`config.mk`:
```
export PLATFORM = sky130hd
export DESIGN_NAME = upgrade_header_parser_unit
export DESIGN_NICKNAME = d
export VERILOG_FILES = /design/src/rtl/uhp_pkg.sv /design/src/rtl/uhp_parser.sv /design/src/rtl/uhp_emitter.sv /design/src/rtl/upgrade_header_parser_unit.sv
export SDC_FILE = /design/constraint.sdc
export NUM_CORES = 1
export LEC_CHECK = 0
export BUFFER_PORTS_ARGS = -buffer_cell sky130_fd_sc_hd__buf_2
export CAP_MARGIN = 20
export CORE_MARGIN = 4
export CORE_UTILIZATION = 43
export CTS_CLUSTER_DIAMETER = 30
export CTS_CLUSTER_SIZE = 25
export DETAILED_ROUTE_END_ITERATION = 8
export HOLD_SLACK_MARGIN = 0.06
export SYNTH_ARGS = -nofsm -noshare
export SYNTH_HDL_FRONTEND = slang
export SYNTH_SLANG_ARGS = --single-unit
```
`constraint.sdc`:
```
create_clock -name clk -period 7.4 [get_ports clk]
set_input_delay 2.22 -clock clk [delete_from_list [all_inputs] [get_ports clk]]
set_output_delay 2.22 -clock clk [all_outputs]
set_load 0.1 [all_outputs]
```
`src/rtl/uhp_pkg.sv`:
```
package uhp_pkg;

  localparam int MAX_ACCEPT_LEN = 32;
  localparam int RUN_CAP        = 32;
  localparam int IDX_W          = $clog2(MAX_ACCEPT_LEN);
  localparam int CNT_W          = $clog2(MAX_ACCEPT_LEN + 1);
  localparam int POS_W          = 5;
  localparam int LEN_W          = 6;

  localparam logic [1:0] PH_KEY   = 2'd0;
  localparam logic [1:0] PH_SKIP  = 2'd1;
  localparam logic [1:0] PH_VALUE = 2'd2;
  localparam logic [1:0] PH_TRAIL = 2'd3;

  localparam logic [1:0] KIND_NONE       = 2'd0;
  localparam logic [1:0] KIND_UPGRADE    = 2'd1;
  localparam logic [1:0] KIND_CONNECTION = 2'd2;
  localparam logic [1:0] KIND_ACCEPT     = 2'd3;

  localparam logic [7:0] CHAR_COLON = 8'h3A;
  localparam logic [7:0] CHAR_SPACE = 8'h20;
  localparam logic [7:0] CHAR_TAB   = 8'h09;
  localparam logic [7:0] CHAR_CR    = 8'h0D;
  localparam logic [7:0] CHAR_LF    = 8'h0A;

  localparam int KEY_UP_LEN   = 7;
  localparam int KEY_CONN_LEN = 10;
  localparam int KEY_ACC_LEN  = 20;
  localparam int VAL_WS_LEN   = 9;
  localparam int VAL_UP_LEN   = 7;

  localparam logic [0:KEY_UP_LEN-1][7:0]   KEY_UP   = "Upgrade";
  localparam logic [0:KEY_CONN_LEN-1][7:0] KEY_CONN = "Connection";
  localparam logic [0:KEY_ACC_LEN-1][7:0]  KEY_ACC  = "Sec-WebSocket-Accept";
  localparam logic [0:VAL_WS_LEN-1][7:0]   VAL_WS   = "websocket";
  localparam logic [0:VAL_UP_LEN-1][7:0]   VAL_UP   = "Upgrade";

  typedef struct packed {
    logic [7:0] header_byte;
    logic       final_byte;
  } in_item_t;

  typedef struct packed {
    logic             success;
    logic             upgrade_ok;
    logic             connection_ok;
    logic [LEN_W-1:0] accept_length;
    logic             accept_truncated;
    logic [POS_W-1:0] byte_position;
    logic [7:0]       accept_char;
    logic             run_end;
  } out_item_t;

  typedef struct packed {
    logic             en;
    logic             bank;
    logic [IDX_W-1:0] addr;
    logic [7:0]       data;
  } store_wr_t;

  typedef struct packed {
    logic             start;
    logic             success;
    logic             upgrade_ok;
    logic             connection_ok;
    logic [CNT_W-1:0] count;
    logic             overflow;
    logic             bank;
  } verdict_t;

  function automatic logic is_blank(input logic [7:0] b);
    return b == CHAR_SPACE || b == CHAR_TAB || b == CHAR_CR || b == CHAR_LF;
  endfunction

  function automatic logic key_up_hit(input logic [4:0] pos, input logic [7:0] b);
    return (pos < 5'(KEY_UP_LEN)) && (KEY_UP[pos[2:0]] == b);
  endfunction

  function automatic logic key_conn_hit(input logic [4:0] pos, input logic [7:0] b);
    return (pos < 5'(KEY_CONN_LEN)) && (KEY_CONN[pos[3:0]] == b);
  endfunction

  function automatic logic key_acc_hit(input logic [4:0] pos, input logic [7:0] b);
    return (pos < 5'(KEY_ACC_LEN)) && (KEY_ACC[pos] == b);
  endfunction

  function automatic logic val_ws_hit(input logic [3:0] pos, input logic [7:0] b);
    return (pos < 4'(VAL_WS_LEN)) && (VAL_WS[pos] == b);
  endfunction

  function automatic logic val_up_hit(input logic [3:0] pos, input logic [7:0] b);
    return (pos < 4'(VAL_UP_LEN)) && (VAL_UP[pos[2:0]] == b);
  endfunction

  function automatic logic [1:0] kind_from(input logic [4:0] pos, input logic [2:0] flags);
    logic [1:0] k;
    k = KIND_NONE;
    if (flags[0] && pos == 5'(KEY_UP_LEN)) begin
      k = KIND_UPGRADE;
    end else if (flags[1] && pos == 5'(KEY_CONN_LEN)) begin
      k = KIND_CONNECTION;
    end else if (flags[2] && pos == 5'(KEY_ACC_LEN)) begin
      k = KIND_ACCEPT;
    end
    return k;
  endfunction

endpackage

```
`src/rtl/uhp_parser.sv`:
```
module uhp_parser (
  input  logic                clk,
  input  logic                rst,
  input  logic                take,
  input  uhp_pkg::in_item_t   item,
  output uhp_pkg::store_wr_t  wr,
  output uhp_pkg::verdict_t   verdict
);

  localparam int CNT_W = uhp_pkg::CNT_W;
  localparam int IDX_W = uhp_pkg::IDX_W;

  logic [1:0]       phase, phase_next;
  logic [4:0]       key_position, key_position_next;
  logic [2:0]       key_match_flags, key_match_flags_next;
  logic [1:0]       key_kind, key_kind_next;
  logic [3:0]       value_position, value_position_next;
  logic [1:0]       value_match_flags, value_match_flags_next;
  logic             upgrade_seen_ok, upgrade_seen_ok_next;
  logic             connection_seen_ok, connection_seen_ok_next;
  logic [CNT_W-1:0] accept_count, accept_count_next;
  logic             accept_overflow, accept_overflow_next;
  logic             bank, bank_next;
  logic             do_key, do_value;
  logic [1:0]       fin_kind;
  logic [7:0]       b;

  assign b = item.header_byte;

  always_comb begin
    phase_next              = phase;
    key_position_next       = key_position;
    key_match_flags_next    = key_match_flags;
    key_kind_next           = key_kind;
    value_position_next     = value_position;
    value_match_flags_next  = value_match_flags;
    upgrade_seen_ok_next    = upgrade_seen_ok;
    connection_seen_ok_next = connection_seen_ok;
    accept_count_next       = accept_count;
    accept_overflow_next    = accept_overflow;
    bank_next               = bank;
    do_key                  = 1'b0;
    do_value                = 1'b0;
    fin_kind                = uhp_pkg::KIND_NONE;
    wr                      = '0;
    wr.bank                 = bank;
    wr.data                 = b;
    verdict                 = '0;
    verdict.bank            = bank;

    if (take) begin
      case (phase)
        uhp_pkg::PH_KEY: begin
          do_key = 1'b1;
        end
        uhp_pkg::PH_SKIP: begin
          if (!uhp_pkg::is_blank(b)) begin
            phase_next = uhp_pkg::PH_VALUE;
            do_value   = 1'b1;
          end
        end
        uhp_pkg::PH_VALUE: begin
          if (uhp_pkg::is_blank(b)) begin
            phase_next = uhp_pkg::PH_TRAIL;
          end else begin
            do_value = 1'b1;
          end
        end
        default: begin
          if (!uhp_pkg::is_blank(b)) begin
            // close the previous pair, then this byte opens a new key
            if (key_kind == uhp_pkg::KIND_UPGRADE) begin
              upgrade_seen_ok_next = value_match_flags[0] &&
                                     value_position == 4'(uhp_pkg::VAL_WS_LEN);
            end else if (key_kind == uhp_pkg::KIND_CONNECTION) begin
              connection_seen_ok_next = value_match_flags[1] &&
                                        value_position == 4'(uhp_pkg::VAL_UP_LEN);
            end
            key_position_next      = '0;
            key_match_flags_next   = '1;
            key_kind_next          = uhp_pkg::KIND_NONE;
            value_position_next    = '0;
            value_match_flags_next = '1;
            phase_next             = uhp_pkg::PH_KEY;
            do_key                 = 1'b1;
          end
        end
      endcase

      if (do_key) begin
        if (b == uhp_pkg::CHAR_COLON) begin
          key_kind_next = uhp_pkg::kind_from(key_position_next, key_match_flags_next);
          if (key_kind_next == uhp_pkg::KIND_ACCEPT) begin
            accept_count_next    = '0;
            accept_overflow_next = 1'b0;
          end
          phase_next = uhp_pkg::PH_SKIP;
        end else begin
          key_match_flags_next[0] = key_match_flags_next[0] &
                                    uhp_pkg::key_up_hit(key_position_next, b);
          key_match_flags_next[1] = key_match_flags_next[1] &
                                    uhp_pkg::key_conn_hit(key_position_next, b);
          key_match_flags_next[2] = key_match_flags_next[2] &
                                    uhp_pkg::key_acc_hit(key_position_next, b);
          if (key_position_next != 5'd31) begin
            key_position_next = key_position_next + 5'd1;
          end
        end
      end

      if (do_value) begin
        value_match_flags_next[0] = value_match_flags_next[0] &
                                    uhp_pkg::val_ws_hit(value_position_next, b);
        value_match_flags_next[1] = value_match_flags_next[1] &
                                    uhp_pkg::val_up_hit(value_position_next, b);
        if (value_position_next != 4'd15) begin
          value_position_next = value_position_next + 4'd1;
        end
        if (key_kind_next == uhp_pkg::KIND_ACCEPT) begin
          if (accept_count_next < CNT_W'(uhp_pkg::MAX_ACCEPT_LEN)) begin
            wr.en             = 1'b1;
            wr.addr           = accept_count_next[IDX_W-1:0];
            accept_count_next = accept_count_next + 1'b1;
          end else begin
            accept_overflow_next = 1'b1;
          end
        end
      end

      if (item.final_byte) begin
        // judge the open pair, hand off the verdict, start a fresh block
        fin_kind = (phase_next == uhp_pkg::PH_KEY) ?
                   uhp_pkg::kind_from(key_position_next, key_match_flags_next) :
                   key_kind_next;
        if (fin_kind == uhp_pkg::KIND_UPGRADE) begin
          upgrade_seen_ok_next = value_match_flags_next[0] &&
                                 value_position_next == 4'(uhp_pkg::VAL_WS_LEN);
        end else if (fin_kind == uhp_pkg::KIND_CONNECTION) begin
          connection_seen_ok_next = value_match_flags_next[1] &&
                                    value_position_next == 4'(uhp_pkg::VAL_UP_LEN);
        end else if (fin_kind == uhp_pkg::KIND_ACCEPT &&
                     phase_next == uhp_pkg::PH_KEY) begin
          accept_count_next    = '0;
          accept_overflow_next = 1'b0;
        end

        verdict.start         = 1'b1;
        verdict.upgrade_ok    = upgrade_seen_ok_next;
        verdict.connection_ok = connection_seen_ok_next;
        verdict.count         = accept_count_next;
        verdict.overflow      = accept_overflow_next;
        verdict.success       = (accept_count_next != '0) && upgrade_seen_ok_next &&
                                connection_seen_ok_next;

        phase_next              = uhp_pkg::PH_KEY;
        key_position_next       = '0;
        key_match_flags_next    = '1;
        key_kind_next           = uhp_pkg::KIND_NONE;
        value_position_next     = '0;
        value_match_flags_next  = '1;
        upgrade_seen_ok_next    = 1'b0;
        connection_seen_ok_next = 1'b0;
        accept_count_next       = '0;
        accept_overflow_next    = 1'b0;
        bank_next               = ~bank;
      end
    end
  end

  always_ff @(posedge clk) begin
    if (rst) begin
      phase              <= uhp_pkg::PH_KEY;
      key_position       <= '0;
      key_match_flags    <= '1;
      key_kind           <= uhp_pkg::KIND_NONE;
      value_position     <= '0;
      value_match_flags  <= '1;
      upgrade_seen_ok    <= 1'b0;
      connection_seen_ok <= 1'b0;
      accept_count       <= '0;
      accept_overflow    <= 1'b0;
      bank               <= 1'b0;
    end else begin
      phase              <= phase_next;
      key_position       <= key_position_next;
      key_match_flags    <= key_match_flags_next;
      key_kind           <= key_kind_next;
      value_position     <= value_position_next;
      value_match_flags  <= value_match_flags_next;
      upgrade_seen_ok    <= upgrade_seen_ok_next;
      connection_seen_ok <= connection_seen_ok_next;
      accept_count       <= accept_count_next;
      accept_overflow    <= accept_overflow_next;
      bank               <= bank_next;
    end
  end

endmodule

```
`src/rtl/uhp_emitter.sv`:
```
module uhp_emitter (
  input  logic                clk,
  input  logic                rst,
  input  uhp_pkg::store_wr_t  wr,
  input  uhp_pkg::verdict_t   verdict,
  output logic                run_free,
  output logic                result_valid,
  input  logic                result_ready,
  output uhp_pkg::out_item_t  result_item
);

  localparam int CNT_W = uhp_pkg::CNT_W;
  localparam int IDX_W = uhp_pkg::IDX_W;
  localparam int POS_W = uhp_pkg::POS_W;
  localparam int LEN_W = uhp_pkg::LEN_W;
  localparam int DEPTH = 2 * uhp_pkg::MAX_ACCEPT_LEN;

  // two banks: the next block fills one while the run drains the other
  logic [7:0] mem [DEPTH];

  logic              run_busy;
  logic [POS_W-1:0]  run_idx;
  logic [POS_W-1:0]  run_last;
  uhp_pkg::verdict_t run_v;
  logic [CNT_W-1:0]  run_n;
  logic [CNT_W-1:0]  run_n_m1;
  logic              load;
  logic              last_load;

  assign run_n     = (verdict.count > CNT_W'(uhp_pkg::RUN_CAP)) ?
                     CNT_W'(uhp_pkg::RUN_CAP) : verdict.count;
  assign run_n_m1  = (run_n == '0) ? '0 : run_n - 1'b1;
  assign load      = run_busy && (!result_valid || result_ready);
  assign last_load = load && (run_idx == run_last);
  assign run_free  = !run_busy || last_load;

  always_ff @(posedge clk) begin
    if (wr.en) begin
      mem[{wr.bank, wr.addr}] <= wr.data;
    end
  end

  always_ff @(posedge clk) begin
    if (rst) begin
      run_busy     <= 1'b0;
      run_idx      <= '0;
      result_valid <= 1'b0;
    end else begin
      if (verdict.start) begin
        run_busy <= 1'b1;
        run_idx  <= '0;
      end else if (last_load) begin
        run_busy <= 1'b0;
      end else if (load) begin
        run_idx <= run_idx + 1'b1;
      end
      if (load) begin
        result_valid <= 1'b1;
      end else if (result_ready) begin
        result_valid <= 1'b0;
      end
    end
  end

  always_ff @(posedge clk) begin
    if (verdict.start) begin
      run_v    <= verdict;
      run_last <= run_n_m1[POS_W-1:0];
    end
    if (load) begin
      result_item.success          <= run_v.success;
      result_item.upgrade_ok       <= run_v.upgrade_ok;
      result_item.connection_ok    <= run_v.connection_ok;
      result_item.accept_length    <= LEN_W'(run_v.count);
      result_item.accept_truncated <= run_v.overflow;
      result_item.byte_position    <= run_idx;
      result_item.run_end          <= (run_idx == run_last);
      if (run_v.count == '0) begin
        result_item.accept_char <= 8'h00;
      end else begin
        result_item.accept_char <= mem[{run_v.bank, IDX_W'(run_idx)}];
      end
    end
  end

endmodule

```
`src/rtl/upgrade_header_parser_unit.sv`:
```
// Checks an upgrade response header block fed one byte per cycle; a byte that
// is not the last one is taken every cycle and gives no result. The last byte
// produces a run of max(1, min(accept length, 32)) results; the run state is
// registered first, then the results are registered out one per cycle as
// result_ready allows; the rate is set by the accept store's single read port.
// The store has two banks, so bytes of the next block stream in while a run
// drains; a last byte is held off only until the previous run has issued its
// final result. No clearing pass is needed after reset.
module upgrade_header_parser_unit (
  input  logic                clk,
  input  logic                rst,
  input  logic                byte_valid,
  output logic                byte_ready,
  input  uhp_pkg::in_item_t   byte_item,
  output logic                result_valid,
  input  logic                result_ready,
  output uhp_pkg::out_item_t  result_item
);

  uhp_pkg::store_wr_t wr;
  uhp_pkg::verdict_t  verdict;
  logic               run_free;
  logic               take;

  assign byte_ready = !byte_item.final_byte || run_free;
  assign take       = byte_valid && byte_ready;

  uhp_parser u_parser (
    .clk     (clk),
    .rst     (rst),
    .take    (take),
    .item    (byte_item),
    .wr      (wr),
    .verdict (verdict)
  );

  uhp_emitter u_emitter (
    .clk          (clk),
    .rst          (rst),
    .wr           (wr),
    .verdict      (verdict),
    .run_free     (run_free),
    .result_valid (result_valid),
    .result_ready (result_ready),
    .result_item  (result_item)
  );

  a_empty_run : assert property (@(posedge clk) disable iff (rst)
    result_valid && result_item.accept_length == '0 |->
      result_item.byte_position == '0 && result_item.run_end &&
      result_item.accept_char == 8'h00)
    else $error("empty accept run malformed");

  a_success : assert property (@(posedge clk) disable iff (rst)
    result_valid && result_item.success |->
      result_item.upgrade_ok && result_item.connection_ok &&
      result_item.accept_length != '0)
    else $error("success without its conditions");

  a_run_step : assert property (@(posedge clk) disable iff (rst)
    result_valid && result_ready && !result_item.run_end ##1 result_valid |->
      result_item.byte_position == $past(result_item.byte_position) + 1'b1)
    else $error("run position skipped");

  a_final_gate : assert property (@(posedge clk) disable iff (rst)
    verdict.start |-> run_free)
    else $error("last byte taken while the previous run is still issuing");

endmodule
```
Yosys cells after proc, flatten, opt, wreduce, memory -nomap -nowiden
Memories as Yosys holds them, arrays and structs flattened. A register that Yosys moved wholly into a read port is not among the register bits.
Cells that the tools add are included.
- flip-flop bits (word level): 67
- bits in writable memories: 512
- bits in read-only memories: 640
- bits of input ports: 13
- output and inout bits: 26
- logic and storage cells: 262
- memories kept: 6
- add/subtract/negate cells: 5
- magnitude comparators: 12
- equality and inequality tests: 32
- muxes and demuxes: 125
- bitwise operators: 12
- reduce and logical (&&, ||, !) cells: 42
- memory list (memory ; depth ; bits a word ; rd ports ; clocked after memory_dff ; write ports ; line ; text):
    u_emitter.mem ; 64 ; 8 ; 1 ; 1 ; 1 ; uhp_emitter.sv:19 ; logic [7:0] mem [DEPTH];
    (name not given) ; 32 ; 8 ; 1 ; 0 ; 0 ; uhp_pkg.sv:84 ; return (pos < 5'(KEY_ACC_LEN)) && (KEY_ACC[pos] == b);
    (name not given) ; 16 ; 8 ; 1 ; 0 ; 0 ; uhp_pkg.sv:88 ; return (pos < 4'(VAL_WS_LEN)) && (VAL_WS[pos] == b);
    (name not given) ; 16 ; 8 ; 1 ; 0 ; 0 ; uhp_pkg.sv:80 ; return (pos < 5'(KEY_CONN_LEN)) && (KEY_CONN[pos[3:0]] == b);
    (name not given) ; 8 ; 8 ; 1 ; 0 ; 0 ; uhp_pkg.sv:92 ; return (pos < 4'(VAL_UP_LEN)) && (VAL_UP[pos[2:0]] == b);
    (name not given) ; 8 ; 8 ; 1 ; 0 ; 0 ; uhp_pkg.sv:76 ; return (pos < 5'(KEY_UP_LEN)) && (KEY_UP[pos[2:0]] == b);
- operators by type and width (operator ; number):
    6-bit 2-to-1 mux ; 14
    8-bit 2-to-1 mux ; 10
    2-bit 2-to-1 mux ; 31
    5-bit 2-to-1 mux ; 12
    8-bit equality test ; 5
    1-bit 2-to-1 mux ; 40
    4-bit 2-to-1 mux ; 7
    8-bit by 4-bit equality test with 1-bit output, second input constant ; 3
    11-bit 2-to-1 mux ; 2
    1-bit logical AND ; 21
    3-bit 2-to-1 mux ; 7
    8-bit by 6-bit equality test with 1-bit output, second input constant ; 2
    2-bit equality test, second input constant ; 6
    6-bit zero test ; 2
    5-bit by 1-bit adder with 5-bit output, second input constant ; 2
    5-bit by 3-bit equality test with 1-bit output, second input constant ; 2
    5-bit by 4-bit equality test with 1-bit output, second input constant ; 2
    5-bit equality test, second input constant ; 2
    5-bit greater-or-equal comparator, second input constant ; 2
    4-bit inverter with 5-bit output ; 2
    4-bit by 3-bit equality test with 1-bit output, second input constant ; 2
    4-bit equality test, second input constant ; 2
    4-bit greater-or-equal comparator, second input constant ; 2
    3-bit inverter with 4-bit output ; 2
    28 further kinds ; 46

Depth between registers and ports, before layout
Gate-level depths: netlist of the first run.
- depth in word-level cells: 40
- mapped depth: 22

Cells and area by module
Synthesis of the first run repeated with hierarchy kept, for this count alone.
- cells, all modules: 1647
- area, all modules: 25599.6 µm²
- by module, submodules not included (module ; instances ; cells an instance ; area each (µm²) ; sequential area each (µm²)):
    uhp_emitter ; 1 ; 1126 ; 21802.2 ; 16716.0
    uhp_parser ; 1 ; 519 ; 3774.9 ; 560.5
    upgrade_header_parser_unit ; 1 ; 2 ; 22.5 ; 0.0

Worst setup path after synthesis of the first run
No wires, ideal clock.
- kind: in2reg
- start point: input port byte_item[1] (netlist name)
- end point: register u_emitter.run_last[4], data pin
- setup time: 0.273 ns
- data arrival time: 6.316 ns
- data required time: 7.127 ns
- setup slack: 0.811 ns
- stages: 22
- path through: buf_6 -> o41ai_2 -> a21oi_2 -> nor2_2 -> buf_2 -> buf_2 -> nand2_1 -> inv_1 -> ha_1 -> inv_1 -> mux4_2 -> mux2_2 -> nor4_1 -> a41oi_1 -> a211oi_1 -> a31oi_1 -> o21a_1 -> nand3_1 -> ha_1 -> nand2_1 -> o2111ai_1 -> a21oi_1
- cells in the longest elaborated chain, start to end: 36
- ends and longest elaborated chain (what ; line ; text):
    from (decl) ; upgrade_header_parser_unit.sv:14 ; input uhp_pkg::in_item_t byte_item,
    8-bit by 6-bit equality test with 1-bit output / 8-bit by 4-bit equality test with 1-bit output (equally long branches) ; uhp_pkg.sv:72 ; return b == CHAR_SPACE || b == CHAR_TAB || b == CHAR_CR || b == CHAR_LF;
    1-bit logical OR (3 in a row) ; uhp_pkg.sv:72 ;
    5-bit 2-to-1 mux ; uhp_parser.sv:70 ; if (!uhp_pkg::is_blank(b)) begin
    5-bit 2-to-1 mux ; uhp_parser.sv:52 ; case (phase)
    5-bit 2-to-1 mux ; uhp_parser.sv:51 ; if (take) begin
    5-bit inverter with 6-bit output (not written as such) ; uhp_pkg.sv:84 ;
    memory 32 x 8 bit ; -- ;
    8-bit 2-to-1 mux (not written as such) (2 in a row) ; uhp_pkg.sv:84 ;
    (+17 left out) ; -- ;
    6-bit 2-to-1 mux * ; uhp_parser.sv:135 ; if (fin_kind == uhp_pkg::KIND_UPGRADE) begin
    6-bit 2-to-1 mux * ; uhp_parser.sv:130 ; if (item.final_byte) begin
    6-bit 2-to-1 mux * ; uhp_parser.sv:51 ;
    11-bit 2-to-1 mux * ; uhp_parser.sv:130 ;
    11-bit 2-to-1 mux * ; uhp_parser.sv:51 ;
    6-bit > comparator ; uhp_emitter.sv:30 ; assign run_n = (verdict.count > CNT_W'(uhp_pkg::RUN_CAP)) ?
    6-bit 2-to-1 mux * ; uhp_emitter.sv:30 ;
    5-bit by 1-bit subtractor with 5-bit output / 6-bit zero test (equally long branches) ; uhp_emitter.sv:32 ; assign run_n_m1 = (run_n == '0) ? '0 : run_n - 1'b1;
    to (signal assigned) ; uhp_emitter.sv:68 ; run_last <= run_n_m1[POS_W-1:0];
    to (decl) ; uhp_emitter.sv:23 ; logic [POS_W-1:0] run_last;
Mark *: on every way between the ends. The rest lies on a longest branch, timed or not. The select of a mux whose other input is x is not followed.
A chain may end at the register's enable or synchronous reset.

Worst setup path in the final report of the first run
- start point: input port byte_item[4] (netlist name)
- end point: register u_emitter.run_last[4], data pin
Same word-level chain as after synthesis.

==> run_results.csv, run 1 <==
group,metric,value,unit
run_status,status,"finished, final reports clean",
yosys,synth-edff-count,552,
placed_design,dpl.hpwl,38600,um
setup_path,r2r_end,"u_emitter.run_last[2]",
hold_path,whs_endpoint,"u_emitter.result_item[21]",
global_routing,grt_max_degree,101,
yosys,ys_types,84,
yosys,postSynthCellCount,1452,
final_layout,syn2layout_area_growth,21.1,%
global_routing,antenna_found_initial,1,
timing,worst_slack,1.04,ns
setup_path,cp.required,7.76,ns
clock_tree,clock_latency,0.65,ns
timing,rsz0062_at_grt,"no",
clock_tree,cts_tree,"done",
floorplan,die_x,250,um
placed_design,pre_cts_slack,0.419,ns
yosys,synth.top_cell.area_share,65.9,%
final_layout,drive_gt1_share,29.2,%
final_layout,regArea,17300,um2
yosys,synth.most_common_cell,"edfxtp_1",
clock_tree,postCtsHoldBufs,0,
drt,totalWireLength,62500,um
hold_path,holdCritPathClass,"reg2reg",
yosys,yosysTopAreaCell,"edfxtp_1",
placed_design,place_area,26500,um2
floorplan,boundaryPins,39,
drt,vias,14175,
power,powerDensity,301,nW/um2
timing,fin_crit_sh,86.0,%
global_routing,grt_util_met2,33.4,%
placed_design,port_buffers,38,
floorplan,num_rows,88,
yosys,syn_area_per_cell,17.3,um2
yosys,async_reset_ff_share,0,%
global_routing,grt_first_pass_wirelength,93700,um
placed_design,place_congestion,0.876,
setup_path,r2r_start,"u_parser.phase[0]",
floorplan,coreArea,57800,um2
yosys,synth_common_cells,"edfxtp_1 (552), mux4_2 (169), nor2_1 (130)",
final_layout,fillers,4617,
final_layout,multi_input_area,7410,um2
hold_path,hold_path_depth,0,
global_routing,grt.total_usage,19.9,%
hold_path,hold_start,"u_emitter.run_v[8]",
timing,setup_viol,0,
clock_tree,cts_root_buf,"clkbuf_16",
setup_path,worstPathArrival,6.72,ns
drt,final_antenna_net_count,0,
drt,drt_iter0_drc,1396,
timing,max_freq,157,MHz
yosys,netlist_top_cells_area,"edfxtp_1 (66%), mux4_2 (15%), dfxtp_1 (2.8%)",
timing,fin_crit,6.36,ns
flow_run,cap_violations,0,
drt,drc,0,
floorplan,initial_core_util,43.5,%
setup_path,rr_worst_depth,17,
clock_tree,post_cts_resized,0,
power,p_leak,9.80,nW
final_layout,final_area,30400,um2
timing,worst_slew_pin_slew,1.05,ns
clock_tree,path_clk_slew,0.05,ns
yosys,synth-warning-count,0,
setup_path,cp-end-kind,"register",
setup_path,worstPathMaxFanout,17,
floorplan,dieArea,62400,um2
floorplan,die_y,250,um
yosys,ys.flop_type,"edfxtp_1",
power,ir_worst_vdd,0.187,mV
clock_tree,h-tree-depth,3,
timing,relSlewSlack,29.7,%
timing,finalHoldViolCount,0,
drt,routedWlPerCell,25.5,um
clock_tree,cts_sinks,587,
timing,skew,0.0232,ns
yosys,synth_fp_nets,1486,
setup_path,ff2ff_setup_slack,2.56,ns
clock_tree,cts_made_buffers,110,
yosys,synth_area,25100,um2
final_layout,nets,1619,
yosys,ys_ff_latch,587,
drt,firstDrtPassIters,5,
setup_path,cp-startpoint,"byte_item[4]",
timing,tns,0,ns
clock_tree,clk_path_buf_depth,3,
timing,slew_violations,0,
global_routing,overflow,0,
global_routing,grt_use_met3,2.89,%
global_routing,grt_busiest_layer,"met2",
setup_path,crit_type,"in2reg",
global_routing,grt_pass1_vias,14400,
global_routing,gr-usage-met1,27.3,%
yosys,synth-seq-area-share,68.7,%
drt,via_per_inst,5.80,
setup_path,crit_path_start_kind,"primary input",
clock_tree,post_cts_buffers,0,
[state kept, by name, summed over array words and instances (netlist names)]
register / flops
u_parser.bank: 1
u_parser.connection_seen_ok: 1
u_parser.phase: 2
u_parser.accept_overflow: 1
u_emitter.run_idx: 5
u_emitter.run_v: 11
u_parser.value_position: 4
u_parser.accept_count: 6
u_parser.value_match_flags: 2
u_emitter.run_last: 5
u_parser.upgrade_seen_ok: 1
u_emitter.result_valid: 1
u_emitter.mem: 512
u_parser.key_match_flags: 3
u_parser.key_kind: 2
u_parser.key_position: 5
u_emitter.result_item: 24
u_emitter.run_busy: 1
[cell type report]
type,count,area share [%]
Tap cell,765,3.14
Inverter,21,0.259
Timing Repair Buffer,115,2.56
Antenna cell,1,0.00822
Clock inverter,84,3.57
Multi-Input combinational cell,750,24.4
Clock buffer,123,9.31
Sequential cell,587,56.8
[layer usage]
metal  vias to the layer above  routed length [um]
li1                       6169                   -
met1                      7436               26400
met2                       479               31300
met3                        91                3430
met4                         0                1340
met5                         -                   0
[per-stage QoR]
step                      util, %  hold WS (ns)  cells  power [mW]
final                        52.7         0.441   2446        9.17
after global routing         52.7         0.458   2445        9.44
after CTS                    52.7         0.445   2445        9.25
after global placement       45.9         0.433   2238        4.07
after detailed placement     45.9         0.438   2238        4.07
after floorplan                 -         0.400   1452        3.94
[cells by family after synthesis]
| family | Yosys count | share of synthesized area [%] |
|---|---|---|
| simple gates | 341 | 6.85 |
| compound gates | 170 | 4.58 |
| fa+ha+maj | 21 | 1.04 |
| xor+xnor | 30 | 1.04 |
| flops | 587 | 68.7 |
| buf+inv | 115 | 1.84 |
| mux | 188 | 15.9 |
[cell usage in the layout, fill, tap and decap left out, types with 12 or more instances in the layout]
cell type  instances
edfxtp_1         552
mux4_2           169
nor2_1           129
clkbuf_16        111
buf_4             76
a21oi_1           54
nand2_1           50
buf_2             38
dfxtp_1           31
nand3_1           25
o21ai_0           25
nor3_1            24
inv_1             21
ha_1              21
bufinv_16         21
clkinv_1          19
nor2b_1           18
xor2_1            16
xnor2_1           14
clkinv_4          14
a31oi_1           13
nand4_1           12
[how the worst max path moves through the flow]
stage	depth (start not counted)	to	slack [ns]
after floorplan	22	u_emitter.run_last[4]	0.81
after global placement	20	u_emitter.run_last[4]	0.57
after detailed placement	20	u_emitter.run_last[4]	0.42
after CTS	20	u_emitter.run_last[4]	1.11
after global routing	20	u_emitter.run_last[4]	0.68
final	20	u_emitter.run_last[4]	1.04
[report_power, final]
| part | internal (mW) | total [mW] | switching, mW | leakage [nW] |
|---|---|---|---|---|
| Sequential | 3.65 | 3.67 | 0.0185 | 5.25 |
| Clock | 3.49 | 5.17 | 1.68 | 1.88 |
| Combinational | 0.114 | 0.336 | 0.222 | 2.68 |
| Total | 7.26 | 9.17 | 1.92 | 9.80 |
[critical path: stages]
cell       delay (ns)
buf_2            0.44
a21oi_1          0.21
o211a_1          0.36
nor2_2           0.16
nand2_1          0.13
inv_1            0.18
ha_1             0.26
inv_1            0.06
mux4_2           0.46
mux2_2           0.30
nor4_1           0.30
a41oi_1          0.08
a211oi_1         0.25
a31oi_1          0.21
o21a_1           0.31
nand3_1          0.13
ha_1             0.28
nand2_1          0.08
o2111ai_1        0.18
a21oi_1          0.10
(Power assumes the default switching activity.)
==> run 2: changes to the inputs <==
- CORE_UTILIZATION: 43 -> 60
- PLACE_DENSITY: default -> 0.76
==> run 2 against run 1 <==
Combinational power is 1% lower. First-iteration DRC count is 36% higher. Total power is 2.5% lower. Global-route usage is 10 points higher. Core utilization is 19 points higher. Non-clock buffer count is 32 lower. Design area is 2.8% lower. Sequential share of layout area is 1.6 points higher. Register-to-register slack worse by 0.18 ns. Cell count is 12% lower. Largest power group unchanged. Highest routed layer is now met5.
==> run_results.csv, run 2 (synthesis results as in run 1) <==
group,metric,value,unit
timing,max_freq,157,MHz
drt,drt_iter0_drc,1898,
global_routing,antenna_found_initial,4,
global_routing,overflow,0,
clock_tree,cts_tree,"done",
final_layout,top_regs,"u_emitter.mem x512, u_emitter.result_item x24, u_emitter.run_v x11",
placed_design,place_congestion,0.925,
placed_design,port_buffers,38,
power,p_leak,9.49,nW
run_status,status,"finished, final reports clean",
drt,routedWlPerCell,30.4,um
drt,drc,0,
floorplan,dieArea,45200,um2
power,powerDensity,302,nW/um2
global_routing,grt.total_usage,30.0,%
clock_tree,postCtsHoldBufs,0,
final_layout,layout_commonest_cell,"edfxtp_1",
floorplan,boundaryPins,39,
clock_tree,cts_sinks,587,
final_layout,nets,1576,
clock_tree,h-tree-depth,3,
placed_design,pre_cts_slack,0.536,ns
global_routing,grt_first_pass_wirelength,99500,um
timing,skew,0.0212,ns
clock_tree,clk_path_buf_depth,3,
clock_tree,clock_latency,0.64,ns
floorplan,die_y,213,um
final_layout,final_util,72.0,%
setup_path,worstPathMaxFanout,81,
drt,firstDrtPassIters,6,
global_routing,grt_max_degree,82,
drt,final_antenna_net_count,0,
global_routing,grt_pass1_vias,15164,
floorplan,num_rows,74,
drt,totalWireLength,65800,um
clock_tree,path_clk_slew,0.05,ns
clock_tree,post_cts_buffers,0,
power,ir_worst_vdd,0.205,mV
hold_path,holdCritPathClass,"reg2reg",
final_layout,largest_register_ffs,512,
timing,worst_slew_pin_slew,0.997,ns
flow_run,cap_violations,0,
timing,fin_crit_sh,86.2,%
timing,worst_slack,1.02,ns
floorplan,initial_core_util,61.2,%
floorplan,die_x,213,um
placed_design,dpl.hpwl,35700,um
clock_tree,cts_root_buf,"clkbuf_16",
clock_tree,post_cts_resized,0,
timing,tns,0,ns
setup_path,cp.required,7.66,ns
timing,slew_violations,0,
final_layout,layout_common_cells,"edfxtp_1 (552), mux4_2 (169), nor2_1 (129), clkbuf_16 (100), a21oi_1 (54)",
timing,relSlewSlack,33.5,%
final_layout,syn2layout_area_growth,17.7,%
floorplan,coreArea,41100,um2
setup_path,worstPathArrival,6.64,ns
drt,vias,14765,
timing,fin_crit,6.38,ns
clock_tree,cts_made_buffers,99,
final_layout,top_register,"u_emitter.mem",
final_layout,drive_gt1_share,27.7,%
setup_path,crit_path_start_kind,"primary input",
drt,via_per_inst,6.83,
setup_path,crit_type,"in2reg",
setup_path,cp-end-kind,"register",
timing,finalHoldViolCount,0,
timing,rsz0062_at_grt,"no",
timing,setup_viol,0,
## run 2: changes by cell type in the layout (fill, tap and decap cells not counted), sizes merged
cell and change:
buf -32, clkbuf -15, clkinv -11, clkinvlp +4, inv +3, diode +1
## run 2: path summary, 6_finish.rpt
path	slack [ns]	depth (start not counted)	startpoint	end
worst max-delay path	1.02	10	byte_item[5]	u_emitter.mem[18][4]
worst min-delay path	0.42	0	u_emitter.run_v[1]	u_emitter.result_item[14]
worst max register to register	2.38	17	u_parser.phase[0]	u_emitter.run_last[2]
worst min register to register	0.42	0	u_emitter.run_v[1]	u_emitter.result_item[14]
## run 2: power by group
group          total [mW]  leakage (nW)  internal, mW  switching, mW
registers            3.67          5.25          3.65         0.0194
logic               0.331          2.51         0.112          0.219
clock network        4.94          1.73          3.24           1.70
total                8.94          9.49          7.01           1.94
## run 2: critical path, stage by stage
cell       delay, ns
buf_2           0.10
buf_4           0.70
nand4bb_1       0.24
or3_1           0.48
or4_4           0.61
and2_1          0.23
ha_1            0.26
inv_1           0.14
nand4b_1        0.69
nor2_1          0.92
## run 2: final cells by class
cell class,count,area [um2]
Sequential cell,587,17300
Tap cell,532,666
Clock buffer,108,2540
Clock inverter,80,1070
Fill cell,2356,11500
Multi-Input combinational cell,750,7410
Antenna cell,2,5.00
Timing Repair Buffer,83,528
Inverter,21,78.8
## run 2: metal layers
| metal | vias to the layer above | track usage (%) | wire length [um] |
|---|---|---|---|
| met5 | - | 0 | 34 |
| met4 | 4 | 11.4 | 2590 |
| met3 | 177 | 5.94 | 5830 |
| met2 | 946 | 49.5 | 33000 |
| met1 | 7571 | 40.4 | 24300 |
| li1 | 6067 | - | - |
## run 2: per-stage QoR
| step | cells | total power [mW] | hold slack [ns] | cell area [um2] |
|---|---|---|---|---|
| after floorplan | 1452 | 3.94 | 0.400 | 25100 |
| after global placement | 1973 | 4.05 | 0.404 | 26000 |
| after detailed placement | 1973 | 4.06 | 0.405 | 26000 |
| after CTS | 2161 | 8.98 | 0.418 | 29600 |
| after global routing | 2162 | 9.18 | 0.423 | 29600 |
| final | 2163 | 8.94 | 0.416 | 29600 |
==> run 3: changes to the inputs <==
- SYNTH_HIERARCHICAL: default -> 1
==> run 3 against run 2 <==
Hold slack gained 0.0026 ns. Sequential power is essentially flat. Register-to-register slack lost 0.30 ns. Area after synthesis grew 1.8%. Combinational power shrank 6.3%. Global-route usage shrank 2.2 points. Critical path type unchanged. Largest cell class unchanged. Largest power group unchanged.
==> run_results.csv, run 3 <==
group,metric,value,unit
clock_tree,postCtsHoldBufs,0,
timing,slew_violations,0,
final_layout,final_area,30000,um2
yosys,ys_ff_latch,587,
setup_path,cp_slowest_stage_delay,0.63,ns
placed_design,port_buffers,38,
clock_tree,clock_latency,0.64,ns
floorplan,dieArea,46000,um2
power,ir_worst_vdd,0.191,mV
clock_tree,cts_sinks,587,
clock_tree,h-tree-depth,3,
yosys,synth.most_common_cell,"edfxtp_1",
power,finalPower,8.72,mW
yosys,ys.flop_type,"edfxtp_1",
placed_design,place_area,26400,um2
yosys,synth-edff-count,552,
hold_path,holdCritPathClass,"reg2reg",
timing,whs,0.418,ns
setup_path,crit_path_cell_trace,"buf_2 > and4bb_1 > or4_4 > nand2_8 > nor2_1 > inv_1 > ha_1 > mux2_2 > nand2_1 > nor4_1 > a21oi_1 > o221ai_1 > nand3_1 > o31a_1 > o31ai_4 > nor2b_1 > nand2_1 > ha_1 > nor2b_1 > a21oi_1 > o21ai_0 > o21ai_0",
final_layout,diodes,0,
yosys,async_reset_ff_share,0,%
yosys,postSynthCellCount,1647,
yosys,synth-seq-area-share,67.5,%
timing,fin_crit_sh,88.8,%
global_routing,grt_pass1_vias,15941,
final_layout,syn2layout_area_growth,17.2,%
global_routing,antenna_found_initial,1,
setup_path,crit_slowest_cell,"or4_4",
setup_path,cp-end-kind,"register",
placed_design,dpl.hpwl,36200,um
floorplan,coreArea,42000,um2
setup_path,worstPathArrival,6.94,ns
timing,max_freq,152,MHz
clock_tree,path_clk_slew,0.05,ns
floorplan,num_rows,75,
global_routing,grt_max_degree,82,
placed_design,place_congestion,0.913,
final_layout,largest_register_ffs,512,
yosys,netlist_top_cells_area,"edfxtp_1 (65%), mux4_2 (7.2%), mux2i_1 (5.0%)",
floorplan,boundaryPins,39,
flow_run,cap_violations,0,
clock_tree,post_cts_resized,0,
drt,firstDrtPassIters,6,
final_layout,nets,1793,
timing,rsz0062_at_grt,"no",
yosys,yosysTopAreaCell,"edfxtp_1",
final_layout,layout_commonest_cell,"edfxtp_1",
timing,skew,0.0352,ns
setup_path,worstPathMaxFanout,11,
drt,vias,15700,
timing,setup_viol,0,
drt,routedWlPerCell,26.6,um
timing,relSlewSlack,25.3,%
clock_tree,post_cts_buffers,0,
power,p_leak,9.83,nW
yosys,synth_fp_nets,1683,
clock_tree,clk_path_buf_depth,3,
yosys,synth.top_cell.area_share,64.8,%
floorplan,die_y,215,um
final_layout,top_register,"u_emitter/mem",
global_routing,grt.total_usage,27.8,%
setup_path,cp.required,7.77,ns
final_layout,final_util,71.4,%
yosys,ys_types,93,
power,powerDensity,291,nW/um2
yosys,syn_area_per_cell,15.5,um2
clock_tree,cts_made_buffers,100,
floorplan,die_x,215,um
drt,drt_iter0_drc,2250,
placed_design,pre_cts_slack,0.275,ns
clock_tree,cts_root_buf,"clkbuf_16",
final_layout,drive_gt1_share,22.8,%
yosys,synth_area,25600,um2
final_layout,finalNonFillerCells,2384,
clock_tree,cts_tree,"done",
yosys,synth_common_cells,"edfxtp_1 (552), nor2_1 (142), mux2i_1 (127)",
drt,via_per_inst,6.59,
placed_design,dpl.cell_count,2193,
setup_path,crit_path_start_kind,"primary input",
global_routing,grt_first_pass_wirelength,98400,um
setup_path,crit_type,"in2reg",
timing,fin_crit,6.57,ns
global_routing,overflow,0,
final_layout,layout_common_cells,"edfxtp_1 (552), nor2_1 (142), mux2i_1 (127), clkbuf_16 (102), mux4_2 (82)",
yosys,synth-warning-count,6,
final_layout,top_regs,"u_emitter/mem x512, u_emitter/result_item x24, u_emitter/run_v x11",
timing,finalHoldViolCount,0,
drt,totalWireLength,63400,um
run_status,status,"finished, final reports clean",
drt,drc,0,
timing,tns,0,ns
drt,final_antenna_net_count,0,
timing,worst_slew_pin_slew,1.12,ns
timing,worst_slack,0.832,ns
floorplan,initial_core_util,60.9,%
run 3: changes by cell type in the layout (fill, tap and decap cells not counted), sizes merged, moves of 17 or more:
cell	before	now
mux4	169	82
mux2i	12	129
o21ai	29	49
o22ai	2	22
o221ai	0	18
inv	32	51
buf	83	116
a211oi	5	24
a22oi	6	23
run 3: metal layers:
| metal | up-vias | track usage, % | routed length, um |
|---|---|---|---|
| li1 | 6766 | - | - |
| met1 | 7896 | 38.4 | 24900 |
| met2 | 879 | 44.2 | 30600 |
| met3 | 157 | 4.90 | 5370 |
| met4 | 2 | 11.8 | 2480 |
| met5 | - | 0 | 9 |
run 3: cell families after synthesis:
| logic type | count (synthesis) | share of synthesized area (%) |
|---|---|---|
| xor+xnor | 22 | 0.753 |
| flops | 587 | 67.5 |
| buf+inv | 141 | 2.95 |
| mux | 217 | 12.6 |
| simple gates | 377 | 7.51 |
| compound gates | 280 | 7.60 |
| fa+ha+maj | 23 | 1.12 |
run 3: path summary, 6_finish.rpt:
check                           start  cells after the start  slack [ns]                   endpoint
setup / recovery         byte_item[1]                     22        0.83      u_emitter/run_last[2]
hold / removal    u_emitter/run_v[10]                      0        0.42  u_emitter/result_item[23]
setup reg to reg    u_parser/phase[1]                     22        2.08      u_emitter/run_last[2]
hold reg to reg   u_emitter/run_v[10]                      0        0.42  u_emitter/result_item[23]
run 3: report_power, final:
group / leakage (nW) / switching [mW] / total, mW / internal [mW]
clock network: 1.69 / 1.70 / 4.75 / 3.06
logic: 2.87 / 0.219 / 0.310 / 0.0912
registers: 5.27 / 0.00951 / 3.66 / 3.65
run 3: cell type report:
class	count	area, um2
Fill cell	2571	12000
Clock buffer	107	2570
Timing Repair Buffer	116	800
Sequential cell	587	17300
Multi-Input combinational cell	919	7580
Tap cell	539	674
Clock inverter	83	975
Inverter	33	124
run 3: critical path, delay by kind of cell:
kind	cells	cell delay, ns
adder cells (fa/ha/maj)	2	0.60
multiplexers	1	0.23
buffers and inverters	2	0.36
AND/OR/NAND/NOR	10	2.06
AO/OA/AOI/OAI	7	1.47
